## src/rtl/core/lsr_pkg.sv

```systemverilog
// Shared constants, types and helpers of the label segment reassembler.
`timescale 1ns / 1ps
`default_nettype none
package lsr_pkg;

  localparam int NUM_SEGMENTS  = 8;
  localparam int SEGMENT_BYTES = 16;

  localparam int IDX_W  = 3;
  localparam int LEN_W  = 5;
  localparam int TOT_W  = 4;
  localparam int CS_W   = 4;
  localparam int IN_W   = 128;
  localparam int WORD_BYTES = 8;
  localparam int WORD_W = WORD_BYTES * 8;
  localparam int CNT_W  = 4;
  localparam int MLEN_W = 8;

  localparam int ROW_W  = SEGMENT_BYTES * 8;
  localparam int ROW_AW = (NUM_SEGMENTS > 1) ? $clog2(NUM_SEGMENTS) : 1;

  localparam int BUF_BYTES = WORD_BYTES - 1 + SEGMENT_BYTES;
  localparam int BUF_W     = BUF_BYTES * 8;
  localparam int BCNT_W    = $clog2(BUF_BYTES + 1);

  localparam int QDEPTH = 2;
  localparam int QAW    = 1;
  localparam int QCNT_W = 2;

  typedef struct packed {
    logic [ROW_AW-1:0] idx;
    logic [LEN_W-1:0]  len;
    logic [ROW_W-1:0]  data;
    logic [TOT_W-1:0]  total;
    logic [CS_W-1:0]   cs;
  } seg_t;

  function automatic logic [ROW_W-1:0] byte_mask(input logic [LEN_W-1:0] n);
    logic [ROW_W-1:0] m;
    m = '0;
    for (int b = 0; b < SEGMENT_BYTES; b++) begin
      m[8*b +: 8] = (LEN_W'(b) < n) ? 8'hFF : 8'h00;
    end
    return m;
  endfunction

endpackage
`default_nettype wire

```

## src/rtl/core/lsr_seg_if.sv

```systemverilog
// Segment input channel: valid/ready handshake with one label segment per word.
`timescale 1ns / 1ps
`default_nettype none
interface lsr_seg_if;
  logic        valid;
  logic        ready;
  logic [2:0]  segment_index;
  logic [4:0]  segment_length;
  logic [63:0] segment_bytes_low;
  logic [63:0] segment_bytes_high;
  logic [3:0]  segment_total;
  logic [3:0]  label_charset;

  modport source (
    output valid, segment_index, segment_length, segment_bytes_low,
           segment_bytes_high, segment_total, label_charset,
    input  ready
  );
  modport sink (
    input  valid, segment_index, segment_length, segment_bytes_low,
           segment_bytes_high, segment_total, label_charset,
    output ready
  );
endinterface
`default_nettype wire

```

## src/rtl/core/lsr_msg_if.sv

```systemverilog
// Message output channel: valid/ready handshake with up to eight label bytes per word.
`timescale 1ns / 1ps
`default_nettype none
interface lsr_msg_if;
  logic        valid;
  logic        ready;
  logic [63:0] message_bytes;
  logic [3:0]  byte_count;
  logic        last_of_message;
  logic [7:0]  message_length;
  logic [3:0]  message_charset;

  modport source (
    output valid, message_bytes, byte_count, last_of_message, message_length,
           message_charset,
    input  ready
  );
  modport sink (
    input  valid, message_bytes, byte_count, last_of_message, message_length,
           message_charset,
    output ready
  );
endinterface
`default_nettype wire

```

## src/rtl/core/label_segment_reassembler.sv

```systemverilog
// Dynamic label segment reassembler top level.
//
// Takes one label segment per input word (index, 1 to 16 bytes, total segment
// count, charset) and keeps up to eight segments in a row-per-segment RAM.
// Words with a length of 0 or above 16 are dropped at the input. A two-entry
// queue sits between the input side and the processing side, so up to two
// segments are taken while a message is being sent. A segment that completes
// nothing goes through the processing side in order: read, compare and write,
// then decide. When a change is pending and segments 0 to total-1 are all
// present, the label goes out as 8-byte words, the last one flagged and
// possibly short. Sending fetches at most one stored row per cycle from the
// single RAM read port and sends at most one word per cycle.
`timescale 1ns / 1ps
`default_nettype none
module label_segment_reassembler (
  input  logic      clk,
  input  logic      rst_n,
  lsr_seg_if.sink   in_seg,
  lsr_msg_if.source out_msg
);
  import lsr_pkg::*;

  logic q_valid;
  logic q_pop;
  seg_t q_head;

  lsr_front u_front (
    .clk     (clk),
    .rst_n   (rst_n),
    .in_seg  (in_seg),
    .q_pop   (q_pop),
    .q_valid (q_valid),
    .q_head  (q_head)
  );

  lsr_back u_back (
    .clk     (clk),
    .rst_n   (rst_n),
    .q_valid (q_valid),
    .q_head  (q_head),
    .q_pop   (q_pop),
    .out_msg (out_msg)
  );

endmodule
`default_nettype wire

```

## src/rtl/core/lsr_ram.sv

```systemverilog
// Generic single-write, single-read RAM with registered read data.
`timescale 1ns / 1ps
`default_nettype none
module lsr_ram #(
  parameter int WIDTH = 8,
  parameter int DEPTH = 8,
  localparam int AW = (DEPTH > 1) ? $clog2(DEPTH) : 1
) (
  input  logic             clk,
  input  logic             we,
  input  logic [AW-1:0]    waddr,
  input  logic [WIDTH-1:0] wdata,
  input  logic             re,
  input  logic [AW-1:0]    raddr,
  output logic [WIDTH-1:0] rdata
);

  logic [WIDTH-1:0] mem_r [DEPTH];
  logic [WIDTH-1:0] rdata_r;

  always_ff @(posedge clk) begin
    if (we) begin
      mem_r[waddr] <= wdata;
    end
    if (re) begin
      rdata_r <= mem_r[raddr];
    end
  end

  assign rdata = rdata_r;

endmodule
`default_nettype wire

```

## src/rtl/core/lsr_front.sv

```systemverilog
// Front end: accepts segment words, drops malformed ones, queues the rest.
`timescale 1ns / 1ps
`default_nettype none
module lsr_front (
  input  logic          clk,
  input  logic          rst_n,
  lsr_seg_if.sink       in_seg,
  input  logic          q_pop,
  output logic          q_valid,
  output lsr_pkg::seg_t q_head
);
  import lsr_pkg::*;

  seg_t              q_r [QDEPTH];
  logic [QAW-1:0]    wr_ptr_r, wr_ptr_nxt;
  logic [QAW-1:0]    rd_ptr_r, rd_ptr_nxt;
  logic [QCNT_W-1:0] cnt_r, cnt_nxt;
  logic [IN_W-1:0]   raw;
  logic              keep;
  logic              push;
  seg_t              entry;

  assign raw  = {in_seg.segment_bytes_high, in_seg.segment_bytes_low};
  assign keep = (32'(in_seg.segment_index) < NUM_SEGMENTS) &&
                (in_seg.segment_length != '0) &&
                (32'(in_seg.segment_length) <= SEGMENT_BYTES);

  assign in_seg.ready = (cnt_r != QCNT_W'(QDEPTH));
  assign push         = in_seg.valid && in_seg.ready && keep;

  assign entry.idx   = in_seg.segment_index[ROW_AW-1:0];
  assign entry.len   = in_seg.segment_length;
  assign entry.data  = raw[ROW_W-1:0];
  assign entry.total = in_seg.segment_total;
  assign entry.cs    = in_seg.label_charset;

  assign wr_ptr_nxt = push ? wr_ptr_r + 1'b1 : wr_ptr_r;
  assign rd_ptr_nxt = q_pop ? rd_ptr_r + 1'b1 : rd_ptr_r;
  assign cnt_nxt    = cnt_r + QCNT_W'(push) - QCNT_W'(q_pop);

  assign q_valid = (cnt_r != '0);
  assign q_head  = q_r[rd_ptr_r];

  always_ff @(posedge clk) begin
    if (!rst_n) begin
      wr_ptr_r <= '0;
      rd_ptr_r <= '0;
      cnt_r    <= '0;
    end else begin
      wr_ptr_r <= wr_ptr_nxt;
      rd_ptr_r <= rd_ptr_nxt;
      cnt_r    <= cnt_nxt;
    end
  end

  always_ff @(posedge clk) begin
    if (push) begin
      q_r[wr_ptr_r] <= entry;
    end
  end

endmodule
`default_nettype wire

```

## src/rtl/core/lsr_back.sv

```systemverilog
// Back end: compares and stores segments, then streams a completed label out in 8-byte words.
`timescale 1ns / 1ps
`default_nettype none
module lsr_back (
  input  logic          clk,
  input  logic          rst_n,
  input  logic          q_valid,
  input  lsr_pkg::seg_t q_head,
  output logic          q_pop,
  lsr_msg_if.source     out_msg
);
  import lsr_pkg::*;

  localparam logic [1:0] ST_IDLE   = 2'd0;
  localparam logic [1:0] ST_CMP    = 2'd1;
  localparam logic [1:0] ST_DECIDE = 2'd2;
  localparam logic [1:0] ST_EMIT   = 2'd3;

  logic [1:0]        state_r, state_nxt;
  seg_t              seg_r, seg_nxt;
  logic [LEN_W-1:0]  lens_r [NUM_SEGMENTS];
  logic [LEN_W-1:0]  lens_nxt [NUM_SEGMENTS];
  logic              pend_r, pend_nxt;
  logic [TOT_W-1:0]  tot_r, tot_nxt;
  logic [CS_W-1:0]   cs_r, cs_nxt;
  logic [MLEN_W-1:0] mlen_r, mlen_nxt;
  logic [TOT_W-1:0]  rd_row_r, rd_row_nxt;
  logic              row_valid_r, row_valid_nxt;
  logic [LEN_W-1:0]  row_len_r, row_len_nxt;
  logic [BUF_W-1:0]  buf_r, buf_nxt;
  logic [BCNT_W-1:0] bcnt_r, bcnt_nxt;

  logic              out_valid_r, out_valid_nxt;
  logic [WORD_W-1:0] out_bytes_r, out_bytes_nxt;
  logic [CNT_W-1:0]  out_count_r, out_count_nxt;
  logic              out_last_r, out_last_nxt;
  logic [MLEN_W-1:0] out_mlen_r, out_mlen_nxt;
  logic [CS_W-1:0]   out_cs_r, out_cs_nxt;

  logic              ram_we, ram_re;
  logic [ROW_AW-1:0] ram_waddr, ram_raddr;
  logic [ROW_W-1:0]  ram_wdata, ram_rdata;

  logic              content_diff, changed;
  logic              complete;
  logic [MLEN_W-1:0] len_sum;
  logic              all_loaded, slot_free, full_word, emit, load, issue, last_word;
  logic [BCNT_W-1:0] cnt_a;
  logic [BUF_W-1:0]  buf_s;

  lsr_ram #(
    .WIDTH(ROW_W),
    .DEPTH(NUM_SEGMENTS)
  ) u_store (
    .clk   (clk),
    .we    (ram_we),
    .waddr (ram_waddr),
    .wdata (ram_wdata),
    .re    (ram_re),
    .raddr (ram_raddr),
    .rdata (ram_rdata)
  );

  always_comb begin
    complete = (tot_r != '0) && (32'(tot_r) <= NUM_SEGMENTS);
    len_sum  = '0;
    for (int i = 0; i < NUM_SEGMENTS; i++) begin
      if (i < int'(tot_r)) begin
        if (lens_r[i] == '0) begin
          complete = 1'b0;
        end
        len_sum = len_sum + MLEN_W'(lens_r[i]);
      end
    end
  end

  assign content_diff = |((ram_rdata ^ seg_r.data) & byte_mask(seg_r.len));
  assign changed      = content_diff || (lens_r[seg_r.idx] != seg_r.len) ||
                        (seg_r.total != tot_r) || (seg_r.cs != cs_r);

  assign all_loaded = (rd_row_r == tot_r) && !row_valid_r;
  assign slot_free  = !out_valid_r || out_msg.ready;
  assign full_word  = (bcnt_r >= BCNT_W'(WORD_BYTES));
  assign emit       = (state_r == ST_EMIT) && slot_free &&
                      (full_word || (all_loaded && (bcnt_r != '0)));
  assign cnt_a      = !emit ? bcnt_r :
                      (full_word ? bcnt_r - BCNT_W'(WORD_BYTES) : '0);
  assign buf_s      = emit ? (buf_r >> WORD_W) : buf_r;
  assign load       = (state_r == ST_EMIT) && row_valid_r &&
                      (cnt_a < BCNT_W'(WORD_BYTES));
  assign issue      = (state_r == ST_EMIT) && (rd_row_r < tot_r) &&
                      (!row_valid_r || load);
  assign last_word  = all_loaded && (bcnt_r <= BCNT_W'(WORD_BYTES));

  assign q_pop = (state_r == ST_IDLE) && q_valid;

  always_comb begin
    state_nxt     = state_r;
    seg_nxt       = seg_r;
    lens_nxt      = lens_r;
    pend_nxt      = pend_r;
    tot_nxt       = tot_r;
    cs_nxt        = cs_r;
    mlen_nxt      = mlen_r;
    rd_row_nxt    = rd_row_r;
    row_valid_nxt = row_valid_r;
    row_len_nxt   = row_len_r;
    buf_nxt       = buf_r;
    bcnt_nxt      = bcnt_r;
    out_valid_nxt = out_valid_r && !out_msg.ready;
    out_bytes_nxt = out_bytes_r;
    out_count_nxt = out_count_r;
    out_last_nxt  = out_last_r;
    out_mlen_nxt  = out_mlen_r;
    out_cs_nxt    = out_cs_r;
    ram_we        = 1'b0;
    ram_waddr     = seg_r.idx;
    ram_wdata     = seg_r.data;
    ram_re        = 1'b0;
    ram_raddr     = rd_row_r[ROW_AW-1:0];

    unique case (state_r)
      ST_IDLE: begin
        if (q_valid) begin
          seg_nxt   = q_head;
          ram_re    = 1'b1;
          ram_raddr = q_head.idx;
          state_nxt = ST_CMP;
        end
      end
      ST_CMP: begin
        ram_we              = 1'b1;
        lens_nxt[seg_r.idx] = seg_r.len;
        tot_nxt             = seg_r.total;
        cs_nxt              = seg_r.cs;
        pend_nxt            = pend_r || changed;
        state_nxt           = ST_DECIDE;
      end
      ST_DECIDE: begin
        if (pend_r && complete) begin
          mlen_nxt      = len_sum;
          rd_row_nxt    = '0;
          row_valid_nxt = 1'b0;
          buf_nxt       = '0;
          bcnt_nxt      = '0;
          state_nxt     = ST_EMIT;
        end else begin
          state_nxt = ST_IDLE;
        end
      end
      ST_EMIT: begin
        buf_nxt  = buf_s;
        bcnt_nxt = cnt_a;
        if (load) begin
          buf_nxt = buf_s |
                    (BUF_W'(ram_rdata & byte_mask(row_len_r)) << {cnt_a, 3'b000});
          bcnt_nxt      = cnt_a + BCNT_W'(row_len_r);
          row_valid_nxt = 1'b0;
        end
        if (issue) begin
          ram_re        = 1'b1;
          rd_row_nxt    = rd_row_r + 1'b1;
          row_valid_nxt = 1'b1;
          row_len_nxt   = lens_r[rd_row_r[ROW_AW-1:0]];
        end
        if (emit) begin
          out_valid_nxt = 1'b1;
          out_bytes_nxt = buf_r[WORD_W-1:0];
          out_count_nxt = full_word ? CNT_W'(WORD_BYTES) : bcnt_r[CNT_W-1:0];
          out_last_nxt  = last_word;
          out_mlen_nxt  = mlen_r;
          out_cs_nxt    = cs_r;
          if (last_word) begin
            pend_nxt  = 1'b0;
            state_nxt = ST_IDLE;
          end
        end
      end
      default: begin
        state_nxt = ST_IDLE;
      end
    endcase
  end

  always_ff @(posedge clk) begin
    if (!rst_n) begin
      state_r     <= ST_IDLE;
      pend_r      <= 1'b1;
      tot_r       <= '0;
      cs_r        <= '0;
      row_valid_r <= 1'b0;
      out_valid_r <= 1'b0;
      for (int i = 0; i < NUM_SEGMENTS; i++) begin
        lens_r[i] <= '0;
      end
    end else begin
      state_r     <= state_nxt;
      pend_r      <= pend_nxt;
      tot_r       <= tot_nxt;
      cs_r        <= cs_nxt;
      row_valid_r <= row_valid_nxt;
      out_valid_r <= out_valid_nxt;
      lens_r      <= lens_nxt;
    end
  end

  always_ff @(posedge clk) begin
    seg_r       <= seg_nxt;
    mlen_r      <= mlen_nxt;
    rd_row_r    <= rd_row_nxt;
    row_len_r   <= row_len_nxt;
    buf_r       <= buf_nxt;
    bcnt_r      <= bcnt_nxt;
    out_bytes_r <= out_bytes_nxt;
    out_count_r <= out_count_nxt;
    out_last_r  <= out_last_nxt;
    out_mlen_r  <= out_mlen_nxt;
    out_cs_r    <= out_cs_nxt;
  end

  assign out_msg.valid           = out_valid_r;
  assign out_msg.message_bytes   = out_bytes_r;
  assign out_msg.byte_count      = out_count_r;
  assign out_msg.last_of_message = out_last_r;
  assign out_msg.message_length  = out_mlen_r;
  assign out_msg.message_charset = out_cs_r;

endmodule
`default_nettype wire

```

## src/flat_wrapper.sv

```systemverilog
// flat-port wrapper written by rule: the top's interface ports become plain ports
module label_segment_reassembler_flat import lsr_pkg::*;
  (clk, rst_n, in_seg_valid, in_seg_segment_index, in_seg_segment_length, in_seg_segment_bytes_low, in_seg_segment_bytes_high, in_seg_segment_total, in_seg_label_charset, in_seg_ready, out_msg_valid, out_msg_message_bytes, out_msg_byte_count, out_msg_last_of_message, out_msg_message_length, out_msg_message_charset, out_msg_ready);
  lsr_seg_if in_seg_i ();
  lsr_msg_if out_msg_i ();
  input  logic clk;
  input  logic rst_n;
  input wire logic [$bits(in_seg_i.valid)-1:0] in_seg_valid;
  input wire logic [$bits(in_seg_i.segment_index)-1:0] in_seg_segment_index;
  input wire logic [$bits(in_seg_i.segment_length)-1:0] in_seg_segment_length;
  input wire logic [$bits(in_seg_i.segment_bytes_low)-1:0] in_seg_segment_bytes_low;
  input wire logic [$bits(in_seg_i.segment_bytes_high)-1:0] in_seg_segment_bytes_high;
  input wire logic [$bits(in_seg_i.segment_total)-1:0] in_seg_segment_total;
  input wire logic [$bits(in_seg_i.label_charset)-1:0] in_seg_label_charset;
  output wire logic [$bits(in_seg_i.ready)-1:0] in_seg_ready;
  output wire logic [$bits(out_msg_i.valid)-1:0] out_msg_valid;
  output wire logic [$bits(out_msg_i.message_bytes)-1:0] out_msg_message_bytes;
  output wire logic [$bits(out_msg_i.byte_count)-1:0] out_msg_byte_count;
  output wire logic [$bits(out_msg_i.last_of_message)-1:0] out_msg_last_of_message;
  output wire logic [$bits(out_msg_i.message_length)-1:0] out_msg_message_length;
  output wire logic [$bits(out_msg_i.message_charset)-1:0] out_msg_message_charset;
  input wire logic [$bits(out_msg_i.ready)-1:0] out_msg_ready;
  assign in_seg_i.valid = in_seg_valid;
  assign in_seg_i.segment_index = in_seg_segment_index;
  assign in_seg_i.segment_length = in_seg_segment_length;
  assign in_seg_i.segment_bytes_low = in_seg_segment_bytes_low;
  assign in_seg_i.segment_bytes_high = in_seg_segment_bytes_high;
  assign in_seg_i.segment_total = in_seg_segment_total;
  assign in_seg_i.label_charset = in_seg_label_charset;
  assign in_seg_ready = in_seg_i.ready;
  assign out_msg_valid = out_msg_i.valid;
  assign out_msg_message_bytes = out_msg_i.message_bytes;
  assign out_msg_byte_count = out_msg_i.byte_count;
  assign out_msg_last_of_message = out_msg_i.last_of_message;
  assign out_msg_message_length = out_msg_i.message_length;
  assign out_msg_message_charset = out_msg_i.message_charset;
  assign out_msg_i.ready = out_msg_ready;
  label_segment_reassembler u_core (.clk(clk), .rst_n(rst_n), .in_seg(in_seg_i), .out_msg(out_msg_i));
endmodule
```

## config.mk

```make
export PLATFORM = sky130hd
export DESIGN_NAME = label_segment_reassembler_flat
export DESIGN_NICKNAME = d
export VERILOG_FILES = /design/src/rtl/core/lsr_pkg.sv /design/src/rtl/core/lsr_seg_if.sv /design/src/rtl/core/lsr_msg_if.sv /design/src/rtl/core/label_segment_reassembler.sv /design/src/rtl/core/lsr_ram.sv /design/src/rtl/core/lsr_front.sv /design/src/rtl/core/lsr_back.sv /design/src/flat_wrapper.sv
export SDC_FILE = /design/constraint.sdc
export NUM_CORES = 2
export LEC_CHECK = 0
export BUFFER_PORTS_ARGS = -buffer_cell sky130_fd_sc_hd__buf_2
export CORE_UTILIZATION = 45
export DETAILED_ROUTE_END_ITERATION = 7
export PLACE_DENSITY = 0.7
export SLEW_MARGIN = 10
export SYNTH_ARGS = -nofsm -noshare
export SYNTH_HDL_FRONTEND = slang
export SYNTH_SLANG_ARGS = --single-unit
```

## constraint.sdc

```tcl
create_clock -name clk -period 32.5 [get_ports clk]
set_input_delay 1.625 -clock clk [delete_from_list [all_inputs] [get_ports clk]]
set_output_delay 1.625 -clock clk [all_outputs]
set_load 0.05 [all_outputs]
```

Yosys cells after proc, flatten, opt, wreduce, memory -nomap -nowiden. Memories as Yosys holds them, arrays and structs flattened. A register that Yosys moved wholly into a read port is not among the register bits. Index checks and enable logic that the tools add are counted.

Bits in registers: 488. Memory bits (writable): 1312. Output and inout bits: 83. Input port bits: 148. Memories kept: 2.

Shift-type cells: 1. Add/sub/neg operators: 14. Magnitude comparators: 49. Reductions and logical operators: 52. Eq/ne operators: 14. Muxes and demuxes: 103. Bitwise logic cells: 6.

Memories: u_core.u_back.u_store.mem_r (words 8, width 128, read ports 1, clocked after Yosys merged registers in 1, wr ports 1, line lsr_ram.sv:18) `logic [WIDTH-1:0] mem_r [DEPTH];`; u_core.u_front.q_r (words 2, width 144, read ports 1, clocked after Yosys merged registers in 1, wr ports 1, line lsr_front.sv:14) `seg_t q_r [QDEPTH];`.

Operators with widths (number): two-way mux 184 bit (3); case mux 184 bit (2 select lines) (1); two-way mux 8 bit (39); AND 128 bit (2); bitwise OR 184 bit (1); << shifter 128 x 8 -> 184 bit (1); OR reduction 128 bit (1); XOR 128 bit (1); < comparator 4 x 5 -> 1 bit (first input constant) (16); adder 8 x 5 -> 8 bit (7); two-way mux 5 bit (10); bitwise mux 40 bit (1); logical NOT 5 bit (8); < comparator 3 x 5 -> 1 bit (first input constant) (8); two-way mux 1 bit (32); binary-select mux 5 bit (select 3 bit) (2); < comparator 1 x 5 -> 1 bit (first input constant) (4); < comparator 2 x 5 -> 1 bit (first input constant) (4); logical AND 1 bit (17); < comparator 3 x 4 -> 1 bit (first input constant) (4); demux 5 bit (select 3 bit) (1); != test 2 bit (second input constant) (6); AND reduction 3 bit (4); case mux 5 bit (2 select lines) (1); other kinds (36) (65).

Logic depth before layout (Yosys ltp).
Depth in word-level cells: 21. Mapped depth: 46. Mapped depth without buffers: 45.

Hierarchy. From an unflattened synthesis, not the netlist that was laid out.

Cell total of the unflattened synthesis: 4773. Area, all modules: 81405.6 um^2.

By module, submodules not included: lsr_ram (instances 1, area each 42836.1 um^2, cells an instance 1620); lsr_back (instances 1, area each 27699.1 um^2, cells an instance 2678); lsr_front (instances 1, area each 10870.4 um^2, cells an instance 475).

Worst setup path before layout. OpenSTA, ideal clock, no wires.

Path kind: register to register. From: register u_core.u_back.state_r[0]. To: register u_core.u_back.row_valid_r. Library setup time: 155 ps. Path slack: 16326 ps. Clock period less this slack: 16174 ps. Cell stages (with the launch flop): 9. Buffers on the path: 2. Arrival: 16019 ps. Data required time: 32345 ps. Path through: dfxtp_1 -> ha_1 -> clkbuf_1 -> inv_1 -> clkbuf_1 -> o21ai_0 -> o21ai_0 -> a22oi_1 -> nor2_1.

Cells in the longest elaborated chain, start to end: 10.

RTL lines: start, declared (line lsr_back.sv:19) `logic [1:0] state_r, state_nxt;`; start signal, assigned (line lsr_back.sv:197) `state_r <= state_nxt;`; == test 2 bit; logical AND 1 bit (2 in a row) (line lsr_back.sv:84) `assign emit = (state_r == ST_EMIT) && slot_free &&`; two-way mux 5 bit (line lsr_back.sv:86) `assign cnt_a = !emit ? bcnt_r :`; < comparator 5 x 4 -> 1 bit (line lsr_back.sv:90) `(cnt_a < BCNT_W'(WORD_BYTES));`; logical AND 1 bit (line lsr_back.sv:89) `assign load = (state_r == ST_EMIT) && row_valid_r &&`; logical OR 1 bit (line lsr_back.sv:92) `(!row_valid_r || load);`; logical AND 1 bit (line lsr_back.sv:91) `assign issue = (state_r == ST_EMIT) && (rd_row_r < tot_r) &&`; != test 3 bit (no source line) or two-way mux 1 bit (tied branches); AND reduction 3 bit (no source line) or case mux 1 bit (2 select lines) (tied branches); end signal, assigned (line lsr_back.sv:201) `row_valid_r <= row_valid_nxt;`; end, declared (line lsr_back.sv:28) `logic row_valid_r, row_valid_nxt;`.

Parallel ways exist; a longest one is shown, timed or not. A chain may end at the register's enable or synchronous reset.

Final worst setup path.
From: register u_core.u_back.tot_r[0]. To: register u_core.u_back.mlen_r[7], data pin.

Cells in the longest elaborated chain, start to end: 16.

RTL lines: start, declared (line lsr_back.sv:24) `logic [TOT_W-1:0] tot_r, tot_nxt;`; start signal, assigned (line lsr_back.sv:199) `tot_r <= tot_nxt;`; < comparator 1 x 4 -> 1 bit (line lsr_back.sv:68) `if (i < int'(tot_r)) begin`; two-way mux 5 bit (line lsr_back.sv:68); adder 8 x 5 -> 8 bit (line lsr_back.sv:72) `len_sum = len_sum + MLEN_W'(lens_r[i]);`; two-way mux 8 bit (line lsr_back.sv:68); adder 8 x 5 -> 8 bit (line lsr_back.sv:72); two-way mux 8 bit (line lsr_back.sv:68); adder 8 x 5 -> 8 bit (line lsr_back.sv:72); two-way mux 8 bit (line lsr_back.sv:68); adder 8 x 5 -> 8 bit (line lsr_back.sv:72); two-way mux 8 bit (line lsr_back.sv:68); adder 8 x 5 -> 8 bit (line lsr_back.sv:72); two-way mux 8 bit (line lsr_back.sv:68); adder 8 x 5 -> 8 bit (line lsr_back.sv:72); two-way mux 8 bit (line lsr_back.sv:68); adder 8 x 5 -> 8 bit (line lsr_back.sv:72); two-way mux 8 bit (*) (line lsr_back.sv:68); via u_core.u_back.len_sum[7] (line lsr_back.sv:46) `logic [MLEN_W-1:0] len_sum;`; end signal, assigned (line lsr_back.sv:209) `mlen_r <= mlen_nxt;`; end, declared (line lsr_back.sv:26) `logic [MLEN_W-1:0] mlen_r, mlen_nxt;`.

The timed path passes the listed nets; every way through them passes the cells marked *.

==> results.yml <==
critical_path:
  arrival_ns: 9.67
  worstSetupStartpointType: "flop"
  worstSetupPathType: "reg2reg"
  cp_common_cell: "ha_1"
  worst_setup_path_end_kind: "flop"
  cpPeakStageDelay_ns: 0.70
  required_ns: 33.08
  worst_path_max_delay_cell: "or4_4"
  cp_max_fo: 19
logic_synthesis:
  async_reset_ff_share_pct: 0
  syn_inst: 4765
  ys_seq_elements: 1929
  synth_top_area_share_pct: 69.9
  ys.warnings.count: 0
  synth.most_common_cell: "edfxtp_1"
  synthTopCellsByArea: "edfxtp_1 (70%), mux4_2 (7.7%), mux2_2 (4.0%), mux2i_1 (2.6%), nand2_1 (1.7%)"
  avgSynthCellArea_um2: 16.9
  ys_types: 87
  synth_top_area_cell: "edfxtp_1"
  synth_edf_count: 1871
  syn_area_mm2: 0.0803
  syn_nets: 4973
  synth_ff_type: "edfxtp_1"
  yosysSeqAreaShare_pct: 71.4
  synth_top_cells_by_count: "edfxtp_1 (1871), nand2_1 (362), mux2_2 (288)"
floorplan:
  core_mm2: 0.177
  dieWidth_um: 425
  start_util_pct: 45.5
  num_rows: 154
  die_height_um: 425
  io-pin-count: 231
  dieArea_mm2: 0.180
cells_and_area:
  final_nets: 5201
  areaGrowthSynthToFinish_pct: 12.5
  final_cell_count_no_fill: 7496
  n_fill_cell: 14100
  drive_gt1_share_pct: 23.4
grt:
  grt_max_degree: 174
  grt_overflow_total: 0
  antenna_found_initial: 4
  first_global_vias: 43200
  track_usage_pct: 22.4
  grt_pass1_wl_um: 295000
route:
  drc_errors: 0
  num_vias: 44200
  drt-total-wl_um: 204000
  wl_per_cell_um: 27.3
  drt_pass1_iterations: 6
  via_per_inst: 5.90
  ant_nets: 0
  drt-initial-drc-count: 5474
clock_tree:
  clock-sinks: 1929
  hold_buffers: 0
  clock_path_buffers: 3
  clock_latency_ns: 0.84
  clk_pin_slew_ns: 0.06
  cts_buffers: 189
  post-cts-setup-buffer-count: 0
  post_cts_resized: 0
  root_buffer: "clkbuf_16"
  cts_tree: "yes"
  cts.htree.levels: 4
timing:
  skew_ns: 0.0387
  relSlewSlack_pct: 16.9
  drv_slew: 0
  timing.setup.tns_ns: 0
  fin_ws_ns: 23.41
  min_period_over_period_pct: 28.0
  hold_viol_final: 0
  min_period_ns: 9.09
  worstMarginPinSlew_ns: 1.24
  setup_viol: 0
  timing.fmax_ghz: 0.110
  rsz0062_at_grt: "false"
place:
  placed_cells: 7142
  port_buffers: 230
  globalplace.congestion: 0.963
  dp_hpwl_um: 130000
  pre_cts_ws_ns: 23.41
power_and_ir_drop:
  vdd_drop_max_v: 0.0000707
  p_leak_uw: 0.0299
  powerDensity_mw_per_mm2: 83.0
  power_uw: 7500
worst_hold_path:
  hold_path.class: "reg2reg"
job:
  cap_violations: 0
outcome:
  status: "finished clean"
-- routing by layer --
| metal | track usage, % | up-vias | routed length [um] |
|---|---|---|---|
| met4 | 8.53 | 2 | 7670 |
| li1 | - | 19200 | - |
| met3 | 4.20 | 331 | 16300 |
| met2 | 35.1 | 2031 | 96400 |
| met5 | 0 | - | 10 |
| met1 | 31.1 | 22700 | 84000 |
-- registers in the layout, summed over array words and instances (netlist names), 5 cells and up, named ones only --
register                              cells
u_core.u_back.seg_r                      13
u_core.u_back.out_msg.message_bytes      64
u_core.u_back.u_store.mem_r            1024
u_core.u_back.ram_wdata                 128
u_core.u_back.row_len_r                   5
u_core.u_back.bcnt_r                      5
u_core.u_back.u_store.rdata             128
u_core.u_front.q_r                      288
u_core.u_back.buf_r                     184
u_core.u_back.mlen_r                      8
u_core.u_back.lens_r                     40
u_core.u_back.out_msg.message_length      8
-- metrics by stage --
stage | utilization (%) | hold WS (ns) | area [um^2]
4_1_cts | 51.1 | 0.425 | 90300
2_1_floorplan | - | 0.400 | 80300
3_3_place_gp | 47.6 | 0.400 | 84100
6_report | 51.1 | 0.421 | 90300
3_5_place_dp | 47.6 | 0.410 | 84100
5_1_grt | 51.1 | 0.437 | 90300
-- worst max-delay path: cells and delay by family (launching register included) --
kind                     cells  cell delay [ns]
multiplexers                 2             0.49
buffers and inverters        2             0.14
AND/OR/NAND/NOR             10             2.04
flip-flops                   1             0.57
adder cells (fa/ha/maj)      8             2.20
XOR/XNOR                     2             0.20
AO/OA/AOI/OAI               19             3.19
-- cell usage in the layout (no fill, tap or decap), drive strengths merged, types with 19 or more instances in the layout --
cell       n
nand3    140
clkinv    84
mux2     289
dfxtp     58
o22ai     41
xnor2     93
mux2i    206
edfxtp  1871
nor3      39
nand4     19
mux4     276
bufinv    21
a22o      43
buf      305
nor2     227
nand2    362
nor4      21
o21ai    247
ha        53
a21o      19
clkbuf   227
a31oi     80
inv       75
a21oi     70
xor2      80
-- path summary, 6_finish.rpt --
path,start,to,slack [ns],cells after the start
max reg2reg,u_core.u_back.tot_r[0],u_core.u_back.mlen_r[7],23.41,43
max,u_core.u_back.tot_r[0],u_core.u_back.mlen_r[7],23.41,43
min,u_core.u_back.mlen_r[6],u_core.u_back.out_msg.message_length[6],0.42,0
min reg2reg,u_core.u_back.mlen_r[6],u_core.u_back.out_msg.message_length[6],0.42,0
-- cell type report --
type / instances / area (um^2) / share of cell area (%)
antenna: 4 / 10.0 / 0.0111
clock buffer: 227 / 4960 / 5.49
clock inverter: 123 / 1250 / 1.38
inverter: 64 / 278 / 0.307
multi-input combinational: 2504 / 21800 / 24.1
sequential: 1929 / 57300 / 63.5
tap: 2340 / 2930 / 3.24
timing repair buffer: 305 / 1780 / 1.97
-- power by group --
group	total [uW]	switching (uW)	internal, uW
sequential	3710	401	3310
combinational	1590	923	670
clock	2200	937	1260
total	7500	2260	5230
-- cell families after synthesis --
kind of cell	Yosys count	share of synthesized area, %
compound gates	612	4.80
xor+xnor	174	1.93
fa+ha+maj	62	1.02
buf+inv	332	1.64
flops	1929	71.4
mux	771	14.4
simple gates	885	4.86
(Power assumes the default switching activity.)
